[src/hdl/thc_pkg.sv]
`timescale 1ns / 1ps

package thc_pkg;

  // APB register file geometry: six 32-bit registers at word addresses.
  localparam int unsigned AddrWidth = 5;
  localparam int unsigned DataWidth = 32;

  // Register indexes (byte address = 4 * index).
  localparam logic [2:0] REG_TARGET_TEMP    = 3'd0;
  localparam logic [2:0] REG_SWING_BAND     = 3'd1;
  localparam logic [2:0] REG_REQUESTED_MODE = 3'd2;
  localparam logic [2:0] REG_FAN_FORCE      = 3'd3;
  localparam logic [2:0] REG_FLOOR_TEMP     = 3'd4;
  localparam logic [2:0] REG_FAN_DELAY_MS   = 3'd5;

  // Register reset values.
  localparam logic signed [15:0] FloorTempReset  = 16'sh8000;
  localparam logic [15:0]        FanDelayMsReset = 16'(30 * 1000);

  // Operating modes, shared by the requested and the active mode.
  typedef enum logic [1:0] {
    MODE_OFF     = 2'd0,
    MODE_HEAT    = 2'd1,
    MODE_COOL    = 2'd2,
    MODE_INVALID = 2'd3
  } mode_e;

  // Configuration as seen by the datapath.
  typedef struct packed {
    logic signed [15:0] target_temp;
    logic [14:0]        swing_band;
    mode_e              requested_mode;
    logic               fan_force;
    logic signed [15:0] floor_temp;
    logic [15:0]        fan_delay_ms;
  } cfg_t;

  // One input beat held in the input register.
  typedef struct packed {
    logic signed [15:0] temperature;
    logic [31:0]        now_ms;
  } in_beat_t;

endpackage

[src/hdl/thc_apb_regs.sv]
`timescale 1ns / 1ps

module thc_apb_regs
  import thc_pkg::*;
(
  input  logic                 clk_i,
  input  logic                 rst_ni,
  input  logic                 psel,
  input  logic                 penable,
  input  logic                 pwrite,
  input  logic [AddrWidth-1:0] paddr,
  input  logic [DataWidth-1:0] pwdata,
  output logic [DataWidth-1:0] prdata,
  output logic                 pready,
  output cfg_t                 cfg_o
);

  cfg_t       cfg_q;
  logic       wr_en;
  logic [2:0] reg_idx;

  assign pready  = 1'b1;
  assign wr_en   = psel & penable & pwrite;
  assign reg_idx = paddr[AddrWidth-1:2];
  assign cfg_o   = cfg_q;

  // Register writes on the access cycle of an APB write.
  always_ff @(posedge clk_i or negedge rst_ni) begin
    if (!rst_ni) begin
      cfg_q.target_temp    <= '0;
      cfg_q.swing_band     <= '0;
      cfg_q.requested_mode <= MODE_OFF;
      cfg_q.fan_force      <= 1'b0;
      cfg_q.floor_temp     <= FloorTempReset;
      cfg_q.fan_delay_ms   <= FanDelayMsReset;
    end else if (wr_en) begin
      unique case (reg_idx)
        REG_TARGET_TEMP:    cfg_q.target_temp    <= pwdata[15:0];
        REG_SWING_BAND:     cfg_q.swing_band     <= pwdata[14:0];
        REG_REQUESTED_MODE: cfg_q.requested_mode <= mode_e'(pwdata[1:0]);
        REG_FAN_FORCE:      cfg_q.fan_force      <= pwdata[0];
        REG_FLOOR_TEMP:     cfg_q.floor_temp     <= pwdata[15:0];
        REG_FAN_DELAY_MS:   cfg_q.fan_delay_ms   <= pwdata[15:0];
        default: ;
      endcase
    end
  end

  // Read mux, zero-extended to the bus width.
  always_comb begin
    prdata = '0;
    unique case (reg_idx)
      REG_TARGET_TEMP:    prdata = {16'd0, cfg_q.target_temp};
      REG_SWING_BAND:     prdata = {17'd0, cfg_q.swing_band};
      REG_REQUESTED_MODE: prdata = {30'd0, cfg_q.requested_mode};
      REG_FAN_FORCE:      prdata = {31'd0, cfg_q.fan_force};
      REG_FLOOR_TEMP:     prdata = {16'd0, cfg_q.floor_temp};
      REG_FAN_DELAY_MS:   prdata = {16'd0, cfg_q.fan_delay_ms};
      default:            prdata = '0;
    endcase
  end

endmodule

[src/hdl/thc_in_stage.sv]
`timescale 1ns / 1ps

module thc_in_stage
  import thc_pkg::*;
(
  input  logic               clk_i,
  input  logic               rst_ni,
  input  logic               in_valid_i,
  output logic               in_stall_o,
  input  logic signed [15:0] temperature_i,
  input  logic [31:0]        now_ms_i,
  input  logic               advance_i,
  output logic               beat_valid_o,
  output in_beat_t           beat_o
);

  logic     valid_q;
  logic     valid_d;
  logic     accept;
  in_beat_t beat_q;

  // The register stalls only when it holds a beat the core cannot take.
  assign in_stall_o   = valid_q & ~advance_i;
  assign accept       = in_valid_i & ~in_stall_o;
  assign beat_valid_o = valid_q;
  assign beat_o       = beat_q;

  always_comb begin
    valid_d = valid_q;
    if (accept) begin
      valid_d = 1'b1;
    end else if (advance_i) begin
      valid_d = 1'b0;
    end
  end

  always_ff @(posedge clk_i or negedge rst_ni) begin
    if (!rst_ni) begin
      valid_q <= 1'b0;
    end else begin
      valid_q <= valid_d;
    end
  end

  // Payload needs no reset.
  always_ff @(posedge clk_i) begin
    if (accept) begin
      beat_q.temperature <= temperature_i;
      beat_q.now_ms      <= now_ms_i;
    end
  end

endmodule

[src/hdl/thc_core.sv]
`timescale 1ns / 1ps

module thc_core
  import thc_pkg::*;
(
  input  logic     clk_i,
  input  logic     rst_ni,
  input  cfg_t     cfg_i,
  input  logic     beat_valid_i,
  input  in_beat_t beat_i,
  output logic     advance_o,
  output logic     out_valid_o,
  input  logic     out_stall_i,
  output logic     hvac_enable_o,
  output logic     select_cool_o,
  output logic     fan_drive_o,
  output logic     fan_on_ind_o,
  output logic     fan_auto_ind_o,
  output logic     heat_ind_o,
  output logic     cool_ind_o,
  output logic     led_off_o,
  output logic     status_changed_o
);

  // Controller state.
  mode_e       active_mode_q, active_mode_d;
  logic        fan_state_q, fan_state_d;
  logic [31:0] delay_end_q, delay_end_d;
  logic        sel_hold_q, sel_hold_d;

  // Result register.
  logic        out_valid_q, out_valid_d;
  logic        hvac_enable_q, hvac_enable_d;
  logic        changed_q, changed_d;
  mode_e       req_mode_q;
  logic        fan_force_q;

  logic               step;
  logic signed [17:0] temp_x, lo_x, hi_x, floor_x;
  logic               below_floor, below_lo, at_hi;
  logic               go;
  mode_e              mode_sel;
  logic               mode_chg, arm;
  logic [31:0]        delay_sum, delay_diff;
  logic               delay_done;
  logic [3:0]         fan_idx;
  logic               fan_chg;

  assign advance_o = ~out_valid_q | ~out_stall_i;
  assign step      = beat_valid_i & advance_o;

  // Hysteresis band edges, formed wide so they never wrap.
  assign temp_x      = 18'(beat_i.temperature);
  assign floor_x     = 18'(cfg_i.floor_temp);
  assign lo_x        = 18'(cfg_i.target_temp) - $signed({3'd0, cfg_i.swing_band});
  assign hi_x        = 18'(cfg_i.target_temp) + $signed({3'd0, cfg_i.swing_band});
  assign below_floor = temp_x < floor_x;
  assign below_lo    = temp_x < lo_x;
  assign at_hi       = temp_x >= hi_x;

  // Mode decision; an invalid request leaves the active mode alone unless the temperature is below the floor.
  always_comb begin
    go       = 1'b1;
    mode_sel = MODE_OFF;
    if (below_floor) begin
      mode_sel = MODE_HEAT;
    end else begin
      unique case (cfg_i.requested_mode)
        MODE_HEAT: begin
          if (below_lo) begin
            mode_sel = MODE_HEAT;
          end else if (at_hi) begin
            mode_sel = MODE_OFF;
          end else begin
            mode_sel = (active_mode_q == MODE_HEAT) ? MODE_HEAT : MODE_OFF;
          end
        end
        MODE_COOL: begin
          if (at_hi) begin
            mode_sel = MODE_COOL;
          end else if (below_lo) begin
            mode_sel = MODE_OFF;
          end else begin
            mode_sel = (active_mode_q == MODE_COOL) ? MODE_COOL : MODE_OFF;
          end
        end
        MODE_OFF: mode_sel = MODE_OFF;
        default: begin
          go       = 1'b0;
          mode_sel = active_mode_q;
        end
      endcase
    end
  end

  assign mode_chg      = go & (mode_sel != active_mode_q);
  assign arm           = mode_chg & (mode_sel != MODE_OFF);
  assign active_mode_d = mode_sel;

  // Fan delay: a fresh arm is over only when the delay is zero and the end
  // time did not land on zero (which is stored as one).
  assign delay_sum   = beat_i.now_ms + {16'd0, cfg_i.fan_delay_ms};
  assign delay_diff  = beat_i.now_ms - delay_end_q;
  assign delay_end_d = arm ? ((delay_sum == 32'd0) ? 32'd1 : delay_sum) : delay_end_q;
  assign delay_done  = arm ? ((cfg_i.fan_delay_ms == 16'd0) && (beat_i.now_ms != 32'd0))
                           : ~delay_diff[31];

  always_comb begin
    sel_hold_d = sel_hold_q;
    if (mode_sel == MODE_HEAT) begin
      sel_hold_d = 1'b0;
    end else if (mode_sel == MODE_COOL) begin
      sel_hold_d = 1'b1;
    end
  end

  assign hvac_enable_d = (active_mode_d != MODE_OFF);
  assign fan_idx       = {fan_state_q, hvac_enable_d, cfg_i.fan_force, delay_done};

  // Fan table on {last fan, enabled, forced, delay over}.
  always_comb begin
    case (fan_idx)
      4'd8, 4'd9: begin
        fan_state_d = 1'b0;
        fan_chg     = 1'b1;
      end
      4'd0, 4'd1, 4'd4, 4'd6: begin
        fan_state_d = 1'b0;
        fan_chg     = 1'b0;
      end
      4'd2, 4'd3, 4'd5, 4'd7: begin
        fan_state_d = 1'b1;
        fan_chg     = 1'b1;
      end
      default: begin
        fan_state_d = 1'b1;
        fan_chg     = 1'b0;
      end
    endcase
  end

  assign changed_d = mode_chg | fan_chg;

  always_comb begin
    out_valid_d = out_valid_q;
    if (step) begin
      out_valid_d = 1'b1;
    end else if (!out_stall_i) begin
      out_valid_d = 1'b0;
    end
  end

  // State and result valid.
  always_ff @(posedge clk_i or negedge rst_ni) begin
    if (!rst_ni) begin
      active_mode_q <= MODE_OFF;
      fan_state_q   <= 1'b0;
      delay_end_q   <= '0;
      sel_hold_q    <= 1'b0;
      out_valid_q   <= 1'b0;
    end else begin
      out_valid_q <= out_valid_d;
      if (step) begin
        active_mode_q <= active_mode_d;
        fan_state_q   <= fan_state_d;
        delay_end_q   <= delay_end_d;
        sel_hold_q    <= sel_hold_d;
      end
    end
  end

  // Result payload.
  always_ff @(posedge clk_i) begin
    if (step) begin
      hvac_enable_q <= hvac_enable_d;
      changed_q     <= changed_d;
      req_mode_q    <= cfg_i.requested_mode;
      fan_force_q   <= cfg_i.fan_force;
    end
  end

  assign out_valid_o      = out_valid_q;
  assign hvac_enable_o    = hvac_enable_q;
  assign select_cool_o    = sel_hold_q;
  assign fan_drive_o      = fan_state_q;
  assign fan_on_ind_o     = fan_force_q;
  assign fan_auto_ind_o   = ~fan_force_q;
  assign heat_ind_o       = (req_mode_q == MODE_HEAT);
  assign cool_ind_o       = (req_mode_q == MODE_COOL);
  assign led_off_o        = (req_mode_q == MODE_OFF);
  assign status_changed_o = changed_q;

endmodule

[src/hdl/thermostat_hysteresis_controller.sv]
`timescale 1ns / 1ps

// Channel   Direction  Handshake                Payload
// in        sink       in_valid_i/in_stall_o    temperature_i, now_ms_i
// out       source     out_valid_o/out_stall_i  hvac_enable_o .. status_changed_o
// cfg       APB slave  psel/penable/pready      paddr, pwdata, prdata
//
// One beat per cycle is accepted while the result is not stalled; each beat
// passes the input register, then the result register, where its result is
// presented on the out channel.
// The mode, fan delay and fan table are evaluated combinationally between them.
// Reset is asynchronous and active low; it clears the state to mode off.
// A stalled result holds the input register, which then stalls the input.

module thermostat_hysteresis_controller
  import thc_pkg::*;
(
  input  logic                 clk_i,
  input  logic                 rst_ni,
  input  logic                 psel,
  input  logic                 penable,
  input  logic                 pwrite,
  input  logic [AddrWidth-1:0] paddr,
  input  logic [DataWidth-1:0] pwdata,
  output logic [DataWidth-1:0] prdata,
  output logic                 pready,
  input  logic                 in_valid_i,
  output logic                 in_stall_o,
  input  logic signed [15:0]   temperature_i,
  input  logic [31:0]          now_ms_i,
  output logic                 out_valid_o,
  input  logic                 out_stall_i,
  output logic                 hvac_enable_o,
  output logic                 select_cool_o,
  output logic                 fan_drive_o,
  output logic                 fan_on_ind_o,
  output logic                 fan_auto_ind_o,
  output logic                 heat_ind_o,
  output logic                 cool_ind_o,
  output logic                 led_off_o,
  output logic                 status_changed_o
);

  cfg_t     cfg;
  logic     beat_valid;
  in_beat_t beat;
  logic     advance;

  thc_apb_regs u_regs (
    .clk_i   (clk_i),
    .rst_ni  (rst_ni),
    .psel    (psel),
    .penable (penable),
    .pwrite  (pwrite),
    .paddr   (paddr),
    .pwdata  (pwdata),
    .prdata  (prdata),
    .pready  (pready),
    .cfg_o   (cfg)
  );

  thc_in_stage u_in (
    .clk_i         (clk_i),
    .rst_ni        (rst_ni),
    .in_valid_i    (in_valid_i),
    .in_stall_o    (in_stall_o),
    .temperature_i (temperature_i),
    .now_ms_i      (now_ms_i),
    .advance_i     (advance),
    .beat_valid_o  (beat_valid),
    .beat_o        (beat)
  );

  thc_core u_core (
    .clk_i            (clk_i),
    .rst_ni           (rst_ni),
    .cfg_i            (cfg),
    .beat_valid_i     (beat_valid),
    .beat_i           (beat),
    .advance_o        (advance),
    .out_valid_o      (out_valid_o),
    .out_stall_i      (out_stall_i),
    .hvac_enable_o    (hvac_enable_o),
    .select_cool_o    (select_cool_o),
    .fan_drive_o      (fan_drive_o),
    .fan_on_ind_o     (fan_on_ind_o),
    .fan_auto_ind_o   (fan_auto_ind_o),
    .heat_ind_o       (heat_ind_o),
    .cool_ind_o       (cool_ind_o),
    .led_off_o        (led_off_o),
    .status_changed_o (status_changed_o)
  );

endmodule

[config.mk]
export PLATFORM = sky130hd
export DESIGN_NAME = thermostat_hysteresis_controller
export DESIGN_NICKNAME = d
export VERILOG_FILES = /design/src/hdl/thc_pkg.sv /design/src/hdl/thc_apb_regs.sv /design/src/hdl/thc_in_stage.sv /design/src/hdl/thc_core.sv /design/src/hdl/thermostat_hysteresis_controller.sv
export SDC_FILE = /design/constraint.sdc
export NUM_CORES = 1
export LEC_CHECK = 0
export BUFFER_PORTS_ARGS = -buffer_cell sky130_fd_sc_hd__buf_4
export CORE_UTILIZATION = 60
export DETAILED_ROUTE_END_ITERATION = 10
export PLACE_DENSITY_LB_ADDON = 0.08
export SLEW_MARGIN = 15
export SYNTH_ARGS = -nofsm -noshare
export SYNTH_HDL_FRONTEND = slang
export SYNTH_SLANG_ARGS = --single-unit
[constraint.sdc]
create_clock -name clk_i -period 8.9 [get_ports clk_i]
set_clock_uncertainty 0.05 [all_clocks]
set_input_delay 1.78 -clock clk_i [delete_from_list [all_inputs] [get_ports clk_i]]
set_output_delay 1.78 -clock clk_i [all_outputs]
set_load 0.01 [all_outputs]
==> summary.md, run 1 <==
| Metric | Value |
|---|---|
| Max cap viols | `0` |
| Pwr Density | `258 nW/um^2` |
| Diode count | `0` |
| Share of synthesized registers carrying an async set or reset | `66.2%` |
| Die Y | `138 microns` |
| Num rows | `49` |
| Status | `complete, no violations` |
| CP required | `9.17 ns` |
| Post-route DRC | `0` |
| Die Width | `138 microns` |
| Syn Inst Count | `1,079` |
| Post-synthesis mux area share | `10.3%` |
| Maximum VDD drop | `225 uV` |
| Crit share post-route | `70.9%` |
| Top cell type's share of synthesized area | `21.8%` |
| Clock Sinks | `157` |
| EDFF count, synth | `53` |
| Tightest Pin Transition | `1.14 ns` |
| Wire per inst | `19.0 microns` |
| Fin worst setup slack | `2.59 ns` |
| Simple-Gate Fraction of Synth Area | `12.0%` |
| Synth area leader | `dfrtp_1` |
| Dpl ws | `2.73 ns` |
| Mapped cell area | `11,000 sq um` |
| Avg Inst Size Synth | `10.2 sq um` |
| Synth area leaders | `dfrtp_1 22%, edfxtp_1 14%, ha_1 14%` |
| Final wirelength | `26,800 microns` |
| Primary FF master, synth | `dfrtp_1` |
| Worst R2R Path Depth | `23` |
| Met1 WL | `13,100 microns` |
| Dpl hpwl | `19,900 microns` |
| Final setup fails | `0` |
| Number of setup buffers added after CTS | `0` |
| Post-Synth XOR/XNOR Area | `4.92%` |
| Reg2reg end | `u_core.delay_end_q[0]` |
| Setup crit end kind | `flop` |
| Crit path kind | `flop to flop` |
| Critical path startpoint category | `flop` |
| DR iter-0 viols | `630` |
| Clock Tree Root | `clkbuf_16` |
| Placed cell count | `1,380` |
| HP Class | `flop to flop` |
| Core Footprint | `18,000 sq um` |
| Max transition margin | `24.1%` |
| Min-Delay Endpoint | `u_core.delay_end_q[4]` |
| Seq/Total Area, Yosys | `38.1%` |
| Count of state elements after synthesis | `157` |
| H-tree Lvls | `4` |
| Maximum clock path buffer count | `2` |
| Area grow syn2layout | `13.2%` |
| DR WL met2 | `11,400 microns` |
| Met3 wire len | `1850 microns` |
| Cell variety after synth | `74` |
| Total GRT Usage | `30.1%` |
| Final nets | `1,391` |
| Layout cells sized above 1 | `19.4%` |
| Hold Crit Depth | `1` |
| Max Slew Vio Count | `0` |
| Port bufs | `100` |
| First-pass GRT wire length | `42,400 microns` |
| CTS Buf Count | `17` |
| Crit path max fanout | `32` |
| CTS Hold Bufs | `0` |
| Io pins | `136` |
| TritonCTS clock tree | `yes` |
| Initial Util | `61.4%` |
| Synth Area in Compound Gates | `13.9%` |
| Crit path time final | `6.31 ns` |
| Leak | `5.68 nW` |
| DRT antenna net count | `0` |
| First-pass DRT Iterations | `5` |
| Die area | `18,900 sq um` |
| Final GP Congestion | `0.908` |
| RR Startpoint | `u_regs.cfg_o[35]` |
| Total congestion overflow | `0` |
| Fmax | `0.158 GHz` |
| Largest net degree at the start of global routing | `66` |
| Worst-path clk slew | `0.07 ns` |
| Final cell count without fillers | `1,412` |
| Clk_lat worst skew | `0.44 ns` |
| Vias per cell | `5.98` |
| RSZ-0062 raised after global routing | `no` |
| Area share of fa/ha/maj cells after synthesis | `14.8%` |
| Worst EP arrival | `6.58 ns` |
| Vias | `8,449` |
| Largest family of logic cells by synthesized area | `adder cells` |
| Yosys Warn Count | `0` |
| CTS resizes | `0` |
| Worst Hold Slack | `0.462 ns` |
| Final Hold Vio Count | `0` |
| Vias in the first global route | `7,941` |
| TNS Setup | `0 ns` |
| Hold Path Origin | `u_core.delay_end_q[4]` |
| Worst reg-to-reg setup slack | `2.59 ns` |
| DR top layer | `met4` |
| Initial antenna violation count | `0` |
## registers in the layout, summed over array words and instances (netlist names), 2 cells and up
signal                cells
u_core.req_mode_q         2
u_in.beat_o              48
u_regs.cfg_o             66
u_core.delay_end_q       32
u_core.active_mode_q      2
## critical path: stages, from the launching register on
cell	delay, ns
dfrtp_1	0.42
ha_1	0.24
fa_1	0.40
inv_1	0.07
a21oi_1	0.06
o21bai_1	0.22
a21oi_1	0.11
o21bai_1	0.28
a311oi_1	0.23
o41ai_1	0.53
o211a_1	0.27
o21ai_0	0.11
a21oi_1	0.21
ha_1	0.19
nand4_1	0.15
a2111oi_0	0.58
or4_1	0.22
o21ai_0	0.11
a31oi_1	0.27
xor2_1	0.10
o211ai_1	0.31
and3_1	0.20
buf_4	0.44
mux2_2	0.41
## placed cells by master (no fill, tap or decap), types with 18 or more instances in the layout
| cell | count |
|---|---|
| ha_1 | 126 |
| buf_4 | 105 |
| inv_1 | 102 |
| dfrtp_1 | 96 |
| o21ai_0 | 66 |
| nand2_1 | 63 |
| nor2_1 | 54 |
| mux2_2 | 54 |
| edfxtp_1 | 53 |
| a21oi_1 | 51 |
| xnor2_1 | 46 |
| a21o_1 | 21 |
| and2_1 | 20 |
| mux2i_1 | 20 |
| nor3_1 | 19 |
| nand4_1 | 18 |
## power breakdown
part           switching [mW]  internal, mW
clock                   0.336         0.396
combinational           0.760         0.665
sequential              0.141         0.928
total                    1.24          1.99
## layout make-up
type                            count  area (sq um)
Clock inverter                     14           151
Multi-Input combinational cell    787          6250
Tap cell                          229           287
Inverter                          102           383
Clock buffer                       18           429
Sequential cell                   157          4200
Timing Repair Buffer              105           788
Fill cell                        1395          5480
## cells in the mapped netlist (3+ instances only)
cell      count
or3_1         7
and2_1       21
nor2_1       54
nand2_1      63
clkbuf_1     24
dfstp_2       8
o21a_1        7
nor4_1       14
o211ai_1      9
mux4_2       14
mux2i_1      20
xor2_1       16
a21o_1       21
and3_1        9
nand2b_1     15
a211oi_1     10
edfxtp_1     53
o21bai_1     12
or4_1         4
fa_1          3
inv_1       102
o21ai_0      66
o31ai_1       5
o22ai_1       3
o41ai_1       4
nand4_1      18
buf_4        19
mux2_2       54
a21oi_1      51
nor3_1       20
xnor2_1      46
a221o_1       3
a31oi_1       8
nand3_1      14
nor2b_1       8
ha_1        126
dfrtp_1      96
or2_2         4
## metrics by stage
step	total power [mW]	utilization, %	area (sq um)
6_report	3.23	69.5	12500
5_1_grt	3.45	69.5	12500
4_1_cts	3.22	69.5	12500
3_5_place_dp	2.47	66.3	11900
3_3_place_gp	2.43	66.3	11900
2_1_floorplan	2.11	-	11100
## kinds of logic (layout without fill, tap and decap cells)
group / count (synthesis) / count (layout)
mux: 89 / 89
buf+inv: 150 / 239
fa+ha+maj: 129 / 129
compound gates: 229 / 229
xor+xnor: 62 / 62
simple gates: 261 / 261
other cells: 2 / 17
flops: 157 / 157
## layer usage
metal | up-vias | GRT usage (%)
met4 | 0 | 8.79
met1 | 4054 | 45.6
met5 | - | 0
met2 | 311 | 43.2
li1 | 4052 | -
met3 | 32 | 5.92
## how the worst max path moves through the flow
stage                     start                     end  slack, ns
6_report       u_regs.cfg_o[35]   u_core.delay_end_q[0]       2.59
3_3_place_gp   u_regs.cfg_o[35]   u_core.delay_end_q[3]       2.81
5_1_grt        u_regs.cfg_o[35]  u_core.delay_end_q[30]       2.18
3_5_place_dp   u_regs.cfg_o[35]   u_core.delay_end_q[0]       2.73
2_1_floorplan          paddr[2]               prdata[0]       3.61
4_1_cts        u_regs.cfg_o[35]   u_core.delay_end_q[0]       2.73
Note: power is estimated with default switching activity, not from simulation.
==> run 2, diff against run 1 <==
--- a/config.mk
+++ b/config.mk
@@ -5,8 +5,9 @@
 export SDC_FILE = /design/constraint.sdc
 export NUM_CORES = 1
 export LEC_CHECK = 0
+export ABC_AREA = 1
 export BUFFER_PORTS_ARGS = -buffer_cell sky130_fd_sc_hd__buf_4
-export CORE_UTILIZATION = 60
+export CORE_UTILIZATION = 54
 export DETAILED_ROUTE_END_ITERATION = 10
 export PLACE_DENSITY_LB_ADDON = 0.08
 export SLEW_MARGIN = 15
==> constraint.sdc (replaced) <==
create_clock -name clk_i -period 5.2 [get_ports clk_i]
set_clock_uncertainty 0.05 [all_clocks]
set_input_delay 1.04 -clock clk_i [delete_from_list [all_inputs] [get_ports clk_i]]
set_output_delay 1.04 -clock clk_i [all_outputs]
set_load 0.01 [all_outputs]
==> run 2 against run 1 <==
Register-to-register slack got worse by 2.2 ns. Global-route usage fell by 2.4 points. Cell area is 1.4% higher. Die area increased by 11%. Total power up 75%. Maximum frequency rose by 32%. Synthesized cell count grew 23%. Via count grew 9.5%. Sequential power increased by 68%. Critical endpoint is now u_core.delay_end_q[2]. Largest power group unchanged. Highest routed layer unchanged.
==> summary.md, run 2 <==
| Metric | Value |
|---|---|
| Count of state elements after synthesis | `157 (unchanged)` |
| Vias per cell | `5.42 (-9.3%)` |
| DR iter-0 viols | `456 (-28%)` |
| Maximum clock path buffer count | `2 (unchanged)` |
| Clock Sinks | `157 (unchanged)` |
| Max transition margin | `26.3% (+2.2 points)` |
| Critical path startpoint category | `flop` |
| Port bufs | `100 (unchanged)` |
| Vias in the first global route | `8,967 (+13%)` |
| Max Slew Vio Count | `0 (unchanged)` |
| Hold Crit Depth | `2 (+1)` |
| Footprint of the multi-input gates | `5960 sq um (-4.6%)` |
| Commonest cells after routing, fill and taps aside | `263 x nand2_1, 189 x inv_1, 122 x ha_1` |
| Final nets | `1,648 (+18%)` |
| Post-route DRC | `0 (unchanged)` |
| CP required | `5.51 ns (-3.66 ns)` |
| Pwr Density | `446 nW/um^2 (+73%)` |
| Primary FF master, synth | `dfrtp_1` |
| Max cap viols | `0 (unchanged)` |
| Min-Delay Endpoint | `u_core.out_valid_o` |
| Die Width | `145 microns (+5.4%)` |
| Hold Path Origin | `u_in.beat_valid_o` |
| Die area | `21,000 sq um (+11%)` |
| Crit share post-route | `91.8% (+21 points)` |
| HP Class | `flop to flop` |
| Final setup fails | `0 (unchanged)` |
| Worst reg-to-reg setup slack | `0.43 ns (-2.16 ns)` |
| Final GP Congestion | `0.912 (+0.48%)` |
| Post-Layout Inst Area | `12,700 sq um (+1.4%)` |
| Share of synthesized registers carrying an async set or reset | `66.2% (unchanged)` |
| Max FFs per register | `66 (unchanged)` |
| Layout cells sized above 1 | `14.5% (-4.9 points)` |
| Worst R2R Path Depth | `31 (+35%)` |
| # fillers | `1,769 (+27%)` |
| Final wirelength | `28,300 microns (+5.5%)` |
| Crit-path most repeated cell | `nand2_1` |
| DRT antenna net count | `0 (unchanged)` |
| Core Footprint | `19,800 sq um (+10%)` |
| Crit path kind | `flop to flop` |
| CTS Hold Bufs | `0 (unchanged)` |
| Leak | `6.18 nW (+8.9%)` |
| Wire per inst | `16.6 microns (-13%)` |
| Clk_lat worst skew | `0.44 ns (about the same)` |
| Fmax | `0.209 GHz (+32%)` |
| TritonCTS clock tree | `yes` |
| Dpl hpwl | `22,500 microns (+13%)` |
| Initial Util | `55.9% (-5.5 points)` |
| First-pass DRT Iterations | `7 (+2)` |
| Total GRT Usage | `27.7% (-2.4 points)` |
| RR Startpoint | `u_regs.cfg_o[35]` |
| DP Area | `12,000 sq um (+0.85%)` |
| Diode count | `0 (unchanged)` |
| Die Y | `145 microns (+5.4%)` |
| Maximum VDD drop | `232 uV (+3.1%)` |
| H-tree Lvls | `4 (unchanged)` |
| Setup crit end kind | `flop` |
| CP peak stage delay | `0.41 ns (-0.17 ns)` |
| Dpl ws | `0.289 ns (-2.44 ns)` |
| Total congestion overflow | `0 (unchanged)` |
| Vias | `9,249 (+9.5%)` |
| Area grow syn2layout | `14.5%` |
| Synth area leaders | `dfrtp_1 22%, edfxtp_1 14%, ha_1 14%` |
| Commonest non-fill, non-tap cell in the layout | `nand2_1` |
| Crit path max fanout | `24 (-25%)` |
| Largest net degree at the start of global routing | `70 (+6.1%)` |
| Synth area leader | `dfrtp_1` |
| Tightest Pin Transition | `1.10 ns (-0.0318 ns)` |
| Synth cell count leaders | `263 x nand2_1, 190 x inv_1, 126 x ha_1` |
| Seq/Total Area, Yosys | `38.0% (-0.078 points)` |
| Mapped cell area | `11,100 sq um (+0.20%)` |
| Top cell type's share of synthesized area | `21.7% (-0.044 points)` |
| Total power | `5.65 mW (+75%)` |
| Setup crit start | `u_regs.cfg_o[35]` |
| Clock Tree Root | `clkbuf_16` |
| Avg Inst Size Synth | `8.32 sq um (-19%)` |
| CTS Buf Count | `17 (unchanged)` |
| Io pins | `136 (unchanged)` |
| First-pass GRT wire length | `45,600 microns (+7.6%)` |
| Status | `complete, no violations` |
| Worst EP arrival | `5.08 ns (-1.50 ns)` |
| Final Hold Vio Count | `0 (unchanged)` |
| Cell variety after synth | `46 (-38%)` |
| Syn Inst Count | `1,329 (+23%)` |
| Register area | `4200 sq um (unchanged)` |
| Fin worst setup slack | `0.427 ns (-2.16 ns)` |
| Num rows | `51 (+4.1%)` |
| Most frequent cell after synthesis | `nand2_1` |
| EDFF count, synth | `53 (unchanged)` |
| Slowest stage cell on the critical path | `dfrtp_1` |
| Initial antenna violation count | `0 (unchanged)` |
| Reg2reg end | `u_core.delay_end_q[2]` |
| Yosys Warn Count | `0 (unchanged)` |
| Worst-path clk slew | `0.07 ns (about the same)` |
| Crit path time final | `4.77 ns (-1.54 ns)` |
[run 2: changes by cell type after synthesis, moves of 15 or more]
cell,before,now
nand2b_1,15,0
o21ai_1,0,25
a21oi_1,51,96
mux2_2,54,13
nand2_1,63,263
nand3_1,14,44
xnor2_1,46,9
nor2_1,54,78
xor2_1,16,43
inv_1,102,190
and2_1,21,4
mux2i_1,20,0
[run 2: worst max path at each step]
stage | to | slack (ns) | depth (start not counted)
CTS | u_core.delay_end_q[2] | 0.27 | 29
floorplan | u_core.delay_end_q[5] | 0.96 | 30
global placement | u_core.delay_end_q[2] | 0.31 | 30
detailed placement | u_core.delay_end_q[2] | 0.29 | 30
finish | u_core.delay_end_q[2] | 0.43 | 31
global route | u_core.delay_end_q[2] | -0.003 | 31
[run 2: cells by family after synthesis]
logic type	share of synthesized area, %
AO/OA/AOI/OAI	14.4
adder cells (fa/ha/maj)	14.8
buffers and inverters	9.08
XOR/XNOR	4.12
multiplexers	1.32
other	0.0679
flip-flops	38.0
AND/OR/NAND/NOR	18.2
[run 2: per-layer routing]
layer  vias up  track usage, %  part of all wire [%]
met1      4363            35.4                    44
met5         -               0                     0
met2       207            48.8                    50
met4         0            6.89                   1.8
li1       4642               -                     -
met3        37            4.31                   3.9
[run 2: worst max-delay path, delay by kind of cell (launching register included)]
family	cells	cell delay, ns
AOI/OAI and AO/OA	10	1.33
and+or+nand+nor	12	1.14
adders and majority gates	4	1.13
buffers and inverters	5	0.61
DFF	1	0.41
[run 2: cell type report]
type	count	area share, %
multi-input cells	947	47.1
well taps	265	2.62
flip-flops and latches	157	33.2
clock inverters	14	1.31
inverters	193	5.74
clock buffers	18	3.39
repair buffers	111	6.68
[run 2: stage by stage]
stage | setup TNS (ns) | util (%) | hold WS, ns | cells
after floorplan | 0 | - | 0.397 | 1344
after global placement | 0 | 60.7 | 0.407 | 1672
after detailed placement | 0 | 60.7 | 0.414 | 1672
after CTS | 0 | 63.7 | 0.428 | 1704
after global routing | -0.00317 | 64.0 | 0.455 | 1705
final | 0 | 64.0 | 0.427 | 1705
[run 2: where the power goes]
part,switching [mW],leakage [nW],internal (mW)
Combinational,1.55,4.17,1.01
Clock,0.531,0.296,0.755
Sequential,0.207,1.72,1.59
[run 2: what timing repair did]
action,CTS,global route
endpoints found under the setup margin,0,34
resized for setup,0,14
setup buffers,0,1
==> run 3, diff against run 2 <==
--- a/config.mk
+++ b/config.mk
@@ -5,7 +5,6 @@
 export SDC_FILE = /design/constraint.sdc
 export NUM_CORES = 1
 export LEC_CHECK = 0
-export ABC_AREA = 1
 export BUFFER_PORTS_ARGS = -buffer_cell sky130_fd_sc_hd__buf_4
 export CORE_UTILIZATION = 54
 export DETAILED_ROUTE_END_ITERATION = 10
==> run 3 against run 2 <==
The flow now finishes with violations (setup timing). Hold slack improved by 0.022 ns. Highest routed layer unchanged. Setup slack got worse by 0.67 ns. Largest cell class unchanged. Global-route usage increased by 0.11 points. Non-clock buffer count increased by 58. Count of clock-buffer cells in the layout grew 2. Core utilization up 3.7 points. Maximum frequency decreased by 12%. Combinational power up 14%. Critical path depth is 2 lower.
==> summary.md, run 3 (synthesis results as in run 1) <==
| Metric | Value |
|---|---|
| Status | `finished with violations` |
| Failing checks | `setup timing` |
| Clk pwr share | `21.1% (-1.7 points)` |
| Commonest non-fill, non-tap cell in the layout | `buf_4` |
| Core Footprint | `19,700 sq um (-0.32%)` |
| Area grow syn2layout | `21.0%` |
| CP peak stage delay | `0.45 ns (+0.04 ns)` |
| Pwr Density | `453 nW/um^2 (+1.5%)` |
| Logic pwr share | `48.7% (+3.3 points)` |
| Port bufs | `100 (unchanged)` |
| Max cap viols | `0 (unchanged)` |
| Layout cells sized above 1 | `25.9% (+11 points)` |
| Switching share of power | `36.9% (-3.7 points)` |
| Max FFs per register | `66 (unchanged)` |
| First-pass GRT wire length | `45,300 microns (-0.57%)` |
| DR iter-0 viols | `459 (+0.66%)` |
| Diode count | `0 (unchanged)` |
| Worst-path clk slew | `0.06 ns (about the same)` |
| Die Y | `145 microns (about the same)` |
| Vias | `8,779 (-5.1%)` |
| RSZ-0062 raised after global routing | `yes` |
| Initial Util | `55.9% (+0.067 points)` |
| Fmax | `0.184 GHz (-12%)` |
| H-tree Lvls | `4 (unchanged)` |
| Clk_lat worst skew | `0.44 ns (about the same)` |
| TritonCTS clock tree | `yes` |
| CTS Buf Count | `17 (unchanged)` |
| Setup crit end kind | `flop` |
| Crit path max fanout | `5 (-79%)` |
| Wire per inst | `18.8 microns (+13%)` |
| Initial antenna violation count | `0 (unchanged)` |
| Clock Sinks | `157 (unchanged)` |
| Crit path kind | `flop to flop` |
| Dpl hpwl | `20,900 microns (-7.1%)` |
| Int Power | `3.82 mW (+14%)` |
| Die Width | `145 microns (about the same)` |
| Maximum VDD drop | `244 uV (+5.3%)` |
| Vias in the first global route | `8,573 (-4.4%)` |
| Commonest cells after routing, fill and taps aside | `158 x buf_4, 122 x ha_1, 100 x inv_1` |
| Fin worst setup slack | `-0.244 ns (-0.670 ns)` |
| Total power | `6.05 mW (+7.1%)` |
| Worst EP arrival | `5.71 ns (+0.63 ns)` |
| Final nets | `1,455 (-12%)` |
| Final Hold Vio Count | `0 (unchanged)` |
| P_sw | `2.23 mW (-2.6%)` |
| Total congestion overflow | `0 (unchanged)` |
| CP required | `5.47 ns (-0.04 ns)` |
| TNS Setup | `-6.70 ns (-6.70 ns)` |
| Die area | `21,000 sq um (-0.20%)` |
| Crit-path most repeated cell | `buf_4` |
| Critical path startpoint category | `flop` |
| Crit path time final | `5.44 ns (+0.670 ns)` |
| DRT antenna net count | `0 (unchanged)` |
| Sequential power share | `30.2% (-1.6 points)` |
| Crit share post-route | `105% (+13 points)` |
| # fillers | `1,556 (-12%)` |
| Maximum clock path buffer count | `2 (unchanged)` |
| Final GP Congestion | `0.866 (-5.1%)` |
| Vias per cell | `5.81 (+7.0%)` |
| Io pins | `136 (unchanged)` |
| Post-route DRC | `0 (unchanged)` |
| Largest net degree at the start of global routing | `74 (+5.7%)` |
| Worst Hold Slack | `0.449 ns (+0.0224 ns)` |
| Slowest stage cell on the critical path | `or4_4` |
| Total GRT Usage | `27.8% (+0.11 points)` |
| Leak | `6.11 nW (-1.2%)` |
| Worst reg-to-reg setup slack | `-0.24 ns (-0.67 ns)` |
| Max transition margin | `31.9% (+5.6 points)` |
| Num rows | `51 (unchanged)` |
| Tightest Pin Transition | `1.02 ns (-0.0828 ns)` |
| Clock Tree Root | `clkbuf_16` |
| Max Slew Vio Count | `0 (unchanged)` |
| First-pass DRT Iterations | `5 (-2)` |
| Final wirelength | `28,400 microns (+0.32%)` |
| HP Class | `flop to flop` |
| Final setup fails | `32 (+32)` |
-- run 3: layout make-up --
type	instances	area (sq um)	share of cell area (%)
sequential	157	4200	31.5
clock inverter	12	134	1.00
multi-input combinational	787	6450	48.3
inverter	102	383	2.87
clock buffer	20	457	3.42
tap	265	332	2.48
timing repair buffer	169	1390	10.4
-- run 3: metal layers --
metal  vias to the layer above  track usage (%)  wire length [microns]
met5                         -                0                      0
met4                         0             8.78                    536
met3                        40             5.38                   1610
met2                       304             42.4                  12700
met1                      4259             39.8                  13600
li1                       4176                -                      -
-- run 3: worst max-delay path: cells and delay by family, from the launching register on --
family	cells	cell delay, ns
XOR/XNOR	2	0.34
flip-flops	1	0.42
buffers and inverters	11	1.25
multiplexers	1	0.29
AO/OA/AOI/OAI	8	1.32
adder cells (fa/ha/maj)	3	0.64
AND/OR/NAND/NOR	4	1.00
-- run 3: worst paths after layout --
path,start,endpoint,depth (start not counted)
worst max-delay path,u_regs.cfg_o[50],u_core.delay_end_q[10],29
worst min-delay path,u_in.beat_valid_o,u_core.out_valid_o,1
min in group asynchronous,rst_ni,u_regs.cfg_o[47],1
worst min register to register,u_in.beat_valid_o,u_core.out_valid_o,1
max in group asynchronous,rst_ni,u_regs.cfg_o[14],2
worst max register to register,u_regs.cfg_o[50],u_core.delay_end_q[10],29
-- run 3: what timing repair did --
action                                  4_1_cts  5_1_grt
cloned                                        2        1
endpoints found under the setup margin       35       35
hold buffers                                  0        0
setup buffers                                18        3
pin swaps                                     1       10
gates resized for setup                      49       14
-- run 3: metrics by stage --
step           area [sq um]  cells  worst slack (ns)  utilization, %
5_1_grt               13300   1512            -0.456            67.7
2_1_floorplan         11100   1094            0.0226               -
6_report              13300   1512            -0.244            67.7
3_3_place_gp          12300   1461            -0.241            62.5
4_1_cts               13300   1511            -0.152            67.2
3_5_place_dp          12300   1461            -0.368            62.5
-- run 3: power groups by stage --
stage                     combinational (mW)  clock [mW]  sequential (mW)
after CTS                               2.89        1.29             1.82
after detailed placement                2.60           0             1.84
final                                   2.94        1.28             1.83
after global routing                    3.28        1.34             1.86
after floorplan                         1.85           0             1.76
after global placement                  2.54           0             1.83
